$ cat src/rtl/assert_macros.svh
// Assertion helpers for the RTL files; the top-level queue includes them.
// Each macro expects clk and rst_n in scope.
`ifndef ASSERT_MACROS_SVH
`define ASSERT_MACROS_SVH

// Same-cycle implication.
`define ASSERT_IMPL(lbl, ante, cons, msg) \
    lbl: assert property (@(posedge clk) disable iff (!rst_n) (ante) |-> (cons)) \
        else $error(msg);

// Next-cycle implication.
`define ASSERT_NEXT(lbl, ante, cons, msg) \
    lbl: assert property (@(posedge clk) disable iff (!rst_n) (ante) |=> (cons)) \
        else $error(msg);

`endif

$ cat src/rtl/teq_pkg.sv
`timescale 1ns / 1ps

package teq_pkg;

    localparam int TIME_W = 63;
    localparam int ID_W   = 4;
    localparam int OP_W   = 2;

    localparam logic [TIME_W-1:0] TIME_MAX = {TIME_W{1'b1}};

    localparam logic [OP_W-1:0] OP_START  = 2'd0;
    localparam logic [OP_W-1:0] OP_CANCEL = 2'd1;
    localparam logic [OP_W-1:0] OP_TICK   = 2'd2;

    localparam logic KIND_FIRE   = 1'b0;
    localparam logic KIND_STATUS = 1'b1;

    typedef struct packed {
        logic [OP_W-1:0]   op;
        logic [ID_W-1:0]   timer_id;
        logic [TIME_W-1:0] now;
        logic [TIME_W-1:0] interval;
    } cmd_item_t;

    typedef struct packed {
        logic              kind;
        logic [ID_W-1:0]   fired_id;
        logic              head_valid;
        logic [TIME_W-1:0] next_expiry;
        logic              reprogram;
        logic              last;
    } evt_item_t;

    typedef struct packed {
        logic [ID_W-1:0]   owner;
        logic [TIME_W-1:0] expiry;
    } slot_entry_t;

    typedef enum logic [1:0] {
        SLOT_HOLD,
        SLOT_REMOVE,
        SLOT_INSERT
    } slot_op_t;

    typedef struct packed {
        slot_op_t    code;
        slot_entry_t entry;
    } slot_cmd_t;

    typedef struct packed {
        logic id_match;
        logic key_before;
    } cmp_res_t;

endpackage

$ cat src/rtl/teq_cmp.sv
`timescale 1ns / 1ps

// Shared compare unit: identity match and strict time order against one slot.
module teq_cmp
    import teq_pkg::*;
(
    input  slot_entry_t       entry,
    input  logic [ID_W-1:0]   key_id,
    input  logic [TIME_W-1:0] key_time,
    output cmp_res_t          res
);

    assign res.id_match   = (entry.owner == key_id);
    assign res.key_before = (key_time < entry.expiry);

endmodule

$ cat src/rtl/teq_slots.sv
`timescale 1ns / 1ps

// Sorted slot chain: remove shifts the tail down, insert shifts it up.
module teq_slots
    import teq_pkg::*;
#(
    parameter  int DEPTH = 16,
    localparam int IDX_W = (DEPTH > 1) ? $clog2(DEPTH) : 1
)
(
    input  logic             clk,
    input  slot_cmd_t        cmd,
    input  logic [IDX_W-1:0] pos,
    input  logic [IDX_W-1:0] rd_idx,
    output slot_entry_t      rd_entry,
    output slot_entry_t      head
);

    slot_entry_t slot_q [DEPTH];

    for (genvar i = 0; i < DEPTH; i++) begin : g_slot
        localparam logic [IDX_W-1:0] I_IDX = IDX_W'(i);
        always_ff @(posedge clk)
        begin
            unique case (cmd.code)
                SLOT_REMOVE:
                begin
                    if (i < DEPTH - 1 && I_IDX >= pos) begin
                        slot_q[i] <= slot_q[(i < DEPTH - 1) ? i + 1 : i];
                    end
                end
                SLOT_INSERT:
                begin
                    if (I_IDX == pos) begin
                        slot_q[i] <= cmd.entry;
                    end else if (i > 0 && I_IDX > pos) begin
                        slot_q[i] <= slot_q[(i > 0) ? i - 1 : i];
                    end
                end
                default:
                begin
                    slot_q[i] <= slot_q[i];
                end
            endcase
        end
    end

    assign rd_entry = slot_q[rd_idx];
    assign head     = slot_q[0];

endmodule

$ cat src/rtl/timer_expiry_queue_top.sv
// Sorted timer queue: keeps up to TIMER_COUNT timers in expiry order (ties in
// insertion order) and handles one command transaction at a time. A start
// removes the timer if queued, then inserts it at now + interval (saturated to
// the maximum time); a cancel removes it; a tick fires every timer due at now,
// one fire transaction each, in queue order. Every command ends with a status
// transaction (last = 1) carrying the head expiry and the reprogram flag. One
// shared comparator walks the slot chain one position per cycle, so the time
// from acceptance to status grows with the number of queued timers for a start
// or a cancel and with the number of fired timers for a tick; the linear search
// sets this, and a stalled event channel holds a fire or status transaction
// back. The next command is taken in the cycle after the status transaction
// is loaded, while that status may still wait.
`timescale 1ns / 1ps
`include "assert_macros.svh"

module timer_expiry_queue_top
    import teq_pkg::*;
#(
    parameter int TIMER_COUNT = 16
)
(
    input  logic      clk,
    input  logic      rst_n,
    input  logic      cmd_valid,
    output logic      cmd_stall,
    input  cmd_item_t cmd,
    output logic      evt_valid,
    input  logic      evt_stall,
    output evt_item_t evt
);

    localparam int IDX_W = (TIMER_COUNT > 1) ? $clog2(TIMER_COUNT) : 1;
    localparam int CNT_W = $clog2(TIMER_COUNT + 1);
    localparam logic [CNT_W-1:0] DEPTH_CNT = CNT_W'(TIMER_COUNT);
    localparam logic [CNT_W-1:0] CNT_ONE   = CNT_W'(1);

    typedef enum logic [2:0] {
        S_IDLE,
        S_FIND,
        S_PLACE,
        S_FIRE,
        S_STATUS
    } state_t;

    state_t            state_reg,   state_next;
    logic [OP_W-1:0]   op_reg,      op_next;
    logic [ID_W-1:0]   id_reg,      id_next;
    logic [TIME_W-1:0] now_reg,     now_next;
    logic [TIME_W-1:0] due_reg,     due_next;
    logic [CNT_W-1:0]  ptr_reg,     ptr_next;
    logic [CNT_W-1:0]  len_reg,     len_next;
    logic              reprog_reg,  reprog_next;
    logic              evt_valid_reg, evt_valid_next;
    evt_item_t         evt_reg,     evt_next;

    slot_cmd_t         slot_cmd;
    slot_entry_t       rd_entry;
    slot_entry_t       head;
    cmp_res_t          cmp;
    logic [TIME_W-1:0] key_time;
    logic [TIME_W:0]   sum;
    logic              out_free;
    logic              id_ok;

    // Saturating expiry: a carry out of the time width clamps to the maximum.
    assign sum   = {1'b0, cmd.now} + {1'b0, cmd.interval};
    assign id_ok = (int'(cmd.timer_id) < TIMER_COUNT);

    // Ticks compare the head against now, starts compare slots against the due time.
    assign key_time = (op_reg == OP_TICK) ? now_reg : due_reg;

    // The result register can take a new transaction when empty or being drained.
    assign out_free = !evt_valid_reg || !evt_stall;

    assign cmd_stall = (state_reg != S_IDLE);
    assign evt_valid = evt_valid_reg;
    assign evt       = evt_reg;

    teq_slots #(
        .DEPTH (TIMER_COUNT)
    ) u_slots (
        .clk      (clk),
        .cmd      (slot_cmd),
        .pos      (ptr_reg[IDX_W-1:0]),
        .rd_idx   (ptr_reg[IDX_W-1:0]),
        .rd_entry (rd_entry),
        .head     (head)
    );

    teq_cmp u_cmp (
        .entry    (rd_entry),
        .key_id   (id_reg),
        .key_time (key_time),
        .res      (cmp)
    );

    always_comb
    begin
        state_next     = state_reg;
        op_next        = op_reg;
        id_next        = id_reg;
        now_next       = now_reg;
        due_next       = due_reg;
        ptr_next       = ptr_reg;
        len_next       = len_reg;
        reprog_next    = reprog_reg;
        evt_valid_next = evt_valid_reg;
        evt_next       = evt_reg;

        slot_cmd.code         = SLOT_HOLD;
        slot_cmd.entry.owner  = id_reg;
        slot_cmd.entry.expiry = due_reg;

        // Drop the pending result once the consumer takes it.
        if (evt_valid_reg && !evt_stall) begin
            evt_valid_next = 1'b0;
        end

        unique case (state_reg)
            S_IDLE:
            begin
                if (cmd_valid) begin
                    op_next     = cmd.op;
                    id_next     = cmd.timer_id;
                    now_next    = cmd.now;
                    due_next    = sum[TIME_W] ? TIME_MAX : sum[TIME_W-1:0];
                    ptr_next    = '0;
                    reprog_next = 1'b0;
                    priority if ((cmd.op == OP_START || cmd.op == OP_CANCEL) && id_ok) begin
                        state_next = S_FIND;
                    end else if (cmd.op == OP_TICK) begin
                        state_next = S_FIRE;
                    end else begin
                        state_next = S_STATUS;
                    end
                end
            end
            S_FIND:
            begin
                // Walk the chain for the timer; remove it where it matches.
                priority if (ptr_reg == len_reg || cmp.id_match) begin
                    if (ptr_reg != len_reg) begin
                        slot_cmd.code = SLOT_REMOVE;
                        len_next      = len_reg - CNT_ONE;
                        reprog_next   = (ptr_reg == '0) && (len_reg > CNT_ONE);
                    end
                    ptr_next   = '0;
                    state_next = (op_reg == OP_START) ? S_PLACE : S_STATUS;
                end else begin
                    ptr_next = ptr_reg + CNT_ONE;
                end
            end
            S_PLACE:
            begin
                // Stop at the first slot that expires strictly later.
                priority if (ptr_reg == len_reg || cmp.key_before) begin
                    if (len_reg < DEPTH_CNT) begin
                        slot_cmd.code = SLOT_INSERT;
                        len_next      = len_reg + CNT_ONE;
                        if (ptr_reg == '0) begin
                            reprog_next = 1'b1;
                        end
                    end
                    state_next = S_STATUS;
                end else begin
                    ptr_next = ptr_reg + CNT_ONE;
                end
            end
            S_FIRE:
            begin
                // Fire the head while it is due, one transaction per cycle unless the event channel stalls.
                priority if (len_reg == '0 || cmp.key_before) begin
                    reprog_next = (len_reg != '0);
                    state_next  = S_STATUS;
                end else if (out_free) begin
                    slot_cmd.code        = SLOT_REMOVE;
                    len_next             = len_reg - CNT_ONE;
                    evt_valid_next       = 1'b1;
                    evt_next.kind        = KIND_FIRE;
                    evt_next.fired_id    = head.owner;
                    evt_next.head_valid  = 1'b0;
                    evt_next.next_expiry = '0;
                    evt_next.reprogram   = 1'b0;
                    evt_next.last        = 1'b0;
                end
            end
            S_STATUS:
            begin
                if (out_free) begin
                    evt_valid_next       = 1'b1;
                    evt_next.kind        = KIND_STATUS;
                    evt_next.fired_id    = '0;
                    evt_next.head_valid  = (len_reg != '0);
                    evt_next.next_expiry = (len_reg != '0) ? head.expiry : '0;
                    evt_next.reprogram   = reprog_reg;
                    evt_next.last        = 1'b1;
                    state_next           = S_IDLE;
                end
            end
            default:
            begin
                state_next = S_IDLE;
            end
        endcase
    end

    always_ff @(posedge clk or negedge rst_n)
    begin
        if (!rst_n) begin
            state_reg     <= S_IDLE;
            op_reg        <= '0;
            id_reg        <= '0;
            now_reg       <= '0;
            due_reg       <= '0;
            len_reg       <= '0;
            ptr_reg       <= '0;
            reprog_reg    <= 1'b0;
            evt_valid_reg <= 1'b0;
            evt_reg       <= '0;
        end else begin
            state_reg     <= state_next;
            op_reg        <= op_next;
            id_reg        <= id_next;
            now_reg       <= now_next;
            due_reg       <= due_next;
            len_reg       <= len_next;
            ptr_reg       <= ptr_next;
            reprog_reg    <= reprog_next;
            evt_valid_reg <= evt_valid_next;
            evt_reg       <= evt_next;
        end
    end

    `ASSERT_IMPL(a_len_bound, 1'b1, len_reg <= DEPTH_CNT, "queue length beyond capacity")
    `ASSERT_IMPL(a_remove_nonempty, slot_cmd.code == SLOT_REMOVE, len_reg != '0,
                 "removal from an empty queue")
    `ASSERT_IMPL(a_insert_room, slot_cmd.code == SLOT_INSERT,
                 (len_reg < DEPTH_CNT) && (ptr_reg <= len_reg), "insertion past the queue end")
    `ASSERT_NEXT(a_fire_on_tick, state_reg == S_FIRE && slot_cmd.code == SLOT_REMOVE,
                 evt_valid_reg && evt_reg.kind == KIND_FIRE && op_reg == OP_TICK,
                 "fire transaction not loaded on head removal")

endmodule
$ cat config.mk
export PLATFORM = sky130hd
export DESIGN_NAME = timer_expiry_queue_top
export DESIGN_NICKNAME = d
export VERILOG_FILES = /design/src/rtl/teq_pkg.sv /design/src/rtl/teq_cmp.sv /design/src/rtl/teq_slots.sv /design/src/rtl/timer_expiry_queue_top.sv
export VERILOG_INCLUDE_DIRS = /design/src /design/src/rtl
export SDC_FILE = /design/constraint.sdc
export NUM_CORES = 2
export LEC_CHECK = 0
export BUFFER_PORTS_ARGS = -buffer_cell sky130_fd_sc_hd__buf_2
export CAP_MARGIN = 5
export CORE_MARGIN = 2
export CORE_UTILIZATION = 55
export DETAILED_ROUTE_END_ITERATION = 8
export HOLD_SLACK_MARGIN = 0.06
export PLACE_DENSITY_LB_ADDON = 0.2
export SLEW_MARGIN = 10
export SYNTH_ARGS = -nofsm -noshare
export SYNTH_HDL_FRONTEND = slang
export SYNTH_HIERARCHICAL = 1
export SYNTH_SLANG_ARGS = --single-unit
$ cat constraint.sdc
create_clock -name clk -period 16.45 [get_ports clk]
set_input_delay 2.4675 -clock clk [delete_from_list [all_inputs] [get_ports clk]]
set_output_delay 2.4675 -clock clk [all_outputs]
set_load 0.005 [all_outputs]
# ---- Word level (Yosys, flattened, before mapping)
# Memory sizes are Yosys's and may differ from the RTL's.
# Cells that the tools add are included.
dict set report word_totals {
  ff_bits 218
  ram_bits 1072
  input_bits 136
  out_inout_bits 73
  word_cells 411
  mem_count 1
}
# memory depth width rd rd_ports_with_merged_regs write_ports line
set memory_table {}
lappend memory_table {u_slots.slot_q 16 67 17 0 16 teq_slots.sv:19} ;# slot_entry_t slot_q [DEPTH];
dict set report classes {
  addsub 4
  n_lt_le_gt_ge 33
  n_eq_ne 38
  n_mux 246
  n_bitwise 46
  n_reduce_logical 28
}
# operator count
set ops {}
lappend ops {{67-bit 2-to-1 mux} 46}
lappend ops {{71-bit 2-to-1 mux} 3}
lappend ops {{63-bit 2-to-1 mux} 3}
lappend ops {{1-bit 2-to-1 mux} 168}
lappend ops {{71-bit one-hot mux with 2 select lines} 1}
lappend ops {{63-bit by 63-bit adder with 64-bit output} 1}
lappend ops {{63-bit < comparator} 1}
lappend ops {{1-bit bitwise OR} 46}
lappend ops {{5-bit 2-to-1 mux} 9}
lappend ops {{4-bit == test (first input constant)} 8}
lappend ops {{4-bit greater-than comparator (first input constant)} 8}
lappend ops {{5-bit one-hot mux with 3 select lines} 2}
lappend ops {{4-bit >= comparator (first input constant)} 7}
lappend ops {{3-bit 2-to-1 mux} 8}
lappend ops {{2-bit inequality test (second input constant)} 11}
lappend ops {{3-bit by 4-bit == test with 1-bit output (first input constant)} 4}
lappend ops {{3-bit by 4-bit >= comparator with 1-bit output (first input constant)} 4}
lappend ops {{3-bit by 4-bit greater-than comparator with 1-bit output (first input constant)} 4}
lappend ops {{3-bit one-hot mux with 5 select lines} 1}
lappend ops {{5-bit by 1-bit adder with 5-bit output (second input constant)} 2}
lappend ops {{5-bit logical NOT} 2}
lappend ops {{3-bit nonzero test} 3}
lappend ops {{2-bit by 4-bit == test with 1-bit output (first input constant)} 2}
lappend ops {{1-bit by 4-bit >= comparator with 1-bit output (first input constant)} 2}
lappend ops {{35 further kinds} 49}

# ---- Depth between registers and ports, before layout
dict set report depth {
  word_depth 12
  depth_mapped 28
  depth_no_buf 19
}

# ---- Modules after synthesis
# Netlist, hierarchy kept.
# mod n_inst cells_per_inst area_per_inst_um2 seq_area_each_um2
set modules_own_cells {}
lappend modules_own_cells {teq_slots 1 5791 63915.0 32190.9}
lappend modules_own_cells {timer_expiry_queue_top 1 1205 12773.5 5430.2}
lappend modules_own_cells {teq_cmp 1 228 1604.0 0.0}

# ---- Worst setup path before layout
# No wires, ideal clock.
dict set report synth_timing {
  path_type {flip-flop to flip-flop}
  from {register ptr_reg[0]}
  to {memory u_slots/slot_q[0][0] (netlist name), enable pin}
  setup_ps 657
  arrival_time_ps 12473
  required_ps 15793
  path_slack_ps 3319
  stages_incl_launch_ff 24
  n_path_buf 5
  period_less_slack_ps 13131
  cell_sequence {dfrtp_1 buf_2 buf_2 buf_2 mux4_2 a22oi_1 nand2_1 inv_1 ha_1 a21oi_1 o21ai_0 a221oi_2 o221ai_1 a211o_1 a31oi_1 nor4_1 and2_1 a41o_1 inv_1 ha_1 buf_2 buf_4 o21bai_1 nor4_1}
}
# item line
set synth_lines {}
lappend synth_lines {{from (decl)} timer_expiry_queue_top.sv:50} ;# logic [CNT_W-1:0] ptr_reg, ptr_next;
lappend synth_lines {{from (signal assigned)} timer_expiry_queue_top.sv:227} ;# ptr_reg <= ptr_next;
lappend synth_lines {{to (decl)} teq_slots.sv:19}

==> out/results.txt <==
Status: completed
Final core utilization: 59.65%
Vias: 68590
Critical path class: reg -> reg
Routed Antenna Nets: 0
WL final: 295200 microns
CP Data Required Time: 16970 ps
R2R cell count: 23
Max Slew Vio Count: 0
Setup repair bufs after CTS: 0
Leakage: 28.15 nW
Yosys Warn Count: 6
Post-DP HPWL: 163600 microns
Starting Density: 55.36%
Number of flip-flops in the largest register: 1072
Share of cells above drive strength 1: 17.71%
Clock sinks: 1289
DR WL/cell: 33.19 microns
Die height: 381.3 microns
Minimum clock period: 12310 ps
Finished Layout Cells: 8894
I/O Buffers: 208
Min-delay worst type: reg -> reg
FF+latch count, synth: 1289
Worst Max-Slew Pin Slew: 1430 ps
Clock H-tree levels: 4
Hold Violations, Final: 0
Pwr/cell area: 152.0 nW/um^2
Syn_nets: 7493
Area Growth Syn to Fin: 7.735%
Synth Instances: 7224
Unrepaired setup endpoints after global routing: false
Largest net degree at the start of global routing: 198
IO Count: 209
RePlAce Congestion: 1.022
Global-route wire length before repair: 436200 microns
Tot GR Track Use: 39.64%
Top post-synthesis cells by area: edfxtp_1 (41%), mux4_2 (7.7%), dfrtp_1 (6.9%), o21ai_0 (5.2%), a31oi_1 (5.2%)
Gr ovfl total: 0
Area of the die: 145400 sq um
CTS tree: built
Final Setup Violations: 0
DRT Pass-1 Iters: 8
R2R setup slack: 4140 ps
Final nets: 7151
FP Rows: 138
Netlist cell types: 89
Cell taking the most area after synthesis: edfxtp_1
Post-synthesis sequential area ratio: 48.05%
Placeable Area: 141400 sq um
Maximum achievable frequency: 81.23 MHz
Critical Path Start Type: flop
Drc violations: 0
WP data arrival: 12830 ps
Worst Clk Skew: 38.38 ps
Final period utilization: 74.83%
Final Power: 12.82 mW
Cts hold-fix bufs: 0
Peak supply drop: 0.0001656 V
Worst reg2reg endpoint: u_slots/slot_q[3][20]
Synth Cell Area: 78290 sq um
Root buffer cell: clkbuf_16
Vias in the first global route: 66230
Crit-path max FO: 111
Vias per cell: 7.712
Inst Count DP: 8621
Max-slew headroom: 3.814%
Clk Latency, worst-skew pair: 830 ps
Number of synthesized flops with an enable pin: 1072
Reg2reg start: ptr_reg[1]
Total CTS buffers: 149
Setup TNS: 0 ps
Post-synthesis average cell area: 10.84 sq um
Synth Flop Type: edfxtp_1
Crit path to: u_slots/slot_q[3][20]
Die W: 381.3 microns
Crit path from: ptr_reg[1]
Fraction of synthesized cell area taken by the top area cell type: 41.12%
Max Root-Sink Buffers: 3
Initial drt markers: 11712
Maxcap violations: 0
Post-CTS sizing: 0
CP endpoint kind: flop
Initial antenna violation count: 4
Ys async rst share: 16.83%
Reg clk slew, reported paths: 60 ps
through the flow:
| stage | hold slack, ps | instance area (sq um) | setup WS, ps |
|---|---|---|---|
| 6_report | 472.5 | 84350 | 4140 |
| 5_1_grt | 519.9 | 84350 | 3754 |
| 4_1_cts | 479.5 | 84350 | 5140 |
| 3_5_place_dp | 466.1 | 79540 | 5142 |
| 3_3_place_gp | 458.0 | 79540 | 5342 |
| 2_1_floorplan | 471.6 | 78290 | 3319 |
synthesized netlist by cell type, types with 40 or more instances:
library cell,n
o22a_1,62
nor3_1,475
xnor2_1,44
a21oi_1,111
ha_1,132
nor2_1,195
mux4_2,268
buf_1,40
a211oi_1,60
nand2_1,302
nand3_1,667
mux2_2,334
a221o_1,101
mux2i_1,135
mux2_1,67
dfrtp_1,217
o21ai_0,818
a22o_1,63
a22oi_1,134
edfxtp_1,1072
inv_1,91
a31oi_1,649
buf_2,264
nor2b_1,82
clkbuf_1,493
worst max-delay path: stages, from the launching register on:
cell and delay, ps:
dfrtp_4 790, buf_4 740, buf_4 910, mux4_2 600, a22oi_1 190, nand2_1 80
inv_1 60, ha_1 160, nand4_1 210, nor4_1 1220, a221oi_1 410, nor2b_1 420
a211o_1 160, a31oi_1 170, nor4_1 650, and2_1 520, a41o_1 220, inv_1 90
ha_4 400, buf_4 570, or3b_4 860, buf_4 840, buf_4 850, o21ai_0 240
power breakdown:
part | leakage [nW] | switching (mW) | internal (mW)
combinational | 13.7 | 2.94 | 1.87
sequential | 12.1 | 0.662 | 3.98
clock | 2.35 | 1.43 | 1.93
cell families (layout without fill, tap and decap cells):
kind of cell / after synthesis / count (layout) / synth area share [%]
fa+ha+maj: 133 / 133 / 2.135
xor+xnor: 75 / 75 / 0.8390
compound gates: 2136 / 2136 / 17.11
flops: 1289 / 1289 / 48.05
buf+inv: 922 / 701 / 5.060
simple gates: 1865 / 1865 / 11.60
mux: 804 / 804 / 15.20
other cells: 0 / 1 / 0
how the worst min path moves through the flow:
| stage | endpoint | slack, ps | from | cells past startpoint |
|---|---|---|---|---|
| after floorplan | evt[66] | 470 | u_slots/slot_q[0][63] | 2 |
| after global placement | evt[65] | 460 | evt[65] | 1 |
| after detailed placement | evt[65] | 470 | evt[65] | 1 |
| after CTS | evt[65] | 480 | evt[65] | 1 |
| after global routing | evt[65] | 520 | evt[65] | 1 |
| final | evt[65] | 470 | evt[65] | 1 |
cells in the final DEF, fill, tap and decap left out, types with 124 or more instances in the layout:
| cell | n |
|---|---|
| ha_1 | 131 |
| a31oi_1 | 648 |
| edfxtp_1 | 1072 |
| mux4_2 | 268 |
| o21ai_0 | 818 |
| clkbuf_16 | 157 |
| mux2_2 | 334 |
| nand2_1 | 299 |
| nor3_1 | 472 |
| dfrtp_1 | 214 |
| a22oi_1 | 134 |
| buf_2 | 207 |
| nand3_1 | 666 |
| nor2_1 | 185 |
| mux2i_1 | 135 |
| buf_4 | 124 |
layout make-up:
type,instances,area [sq um]
multi-input cells,5013,37090
fillers,11466,57060
diodes,1,2.502
well taps,1890,2365
inverters,91,350.3
clock buffers,214,4293
repair buffers,338,2102
clock inverters,58,513.0
flip-flops and latches,1289,37630
metal layers:
metal	vias to the layer above	track usage [%]	share of wire (%)
met5	-	0	0.020
met4	5	25.37	7.3
met3	1221	12.65	15
met2	6299	56.85	42
met1	33391	51.97	35
li1	27674	-	-
(Power assumes the default switching activity.)
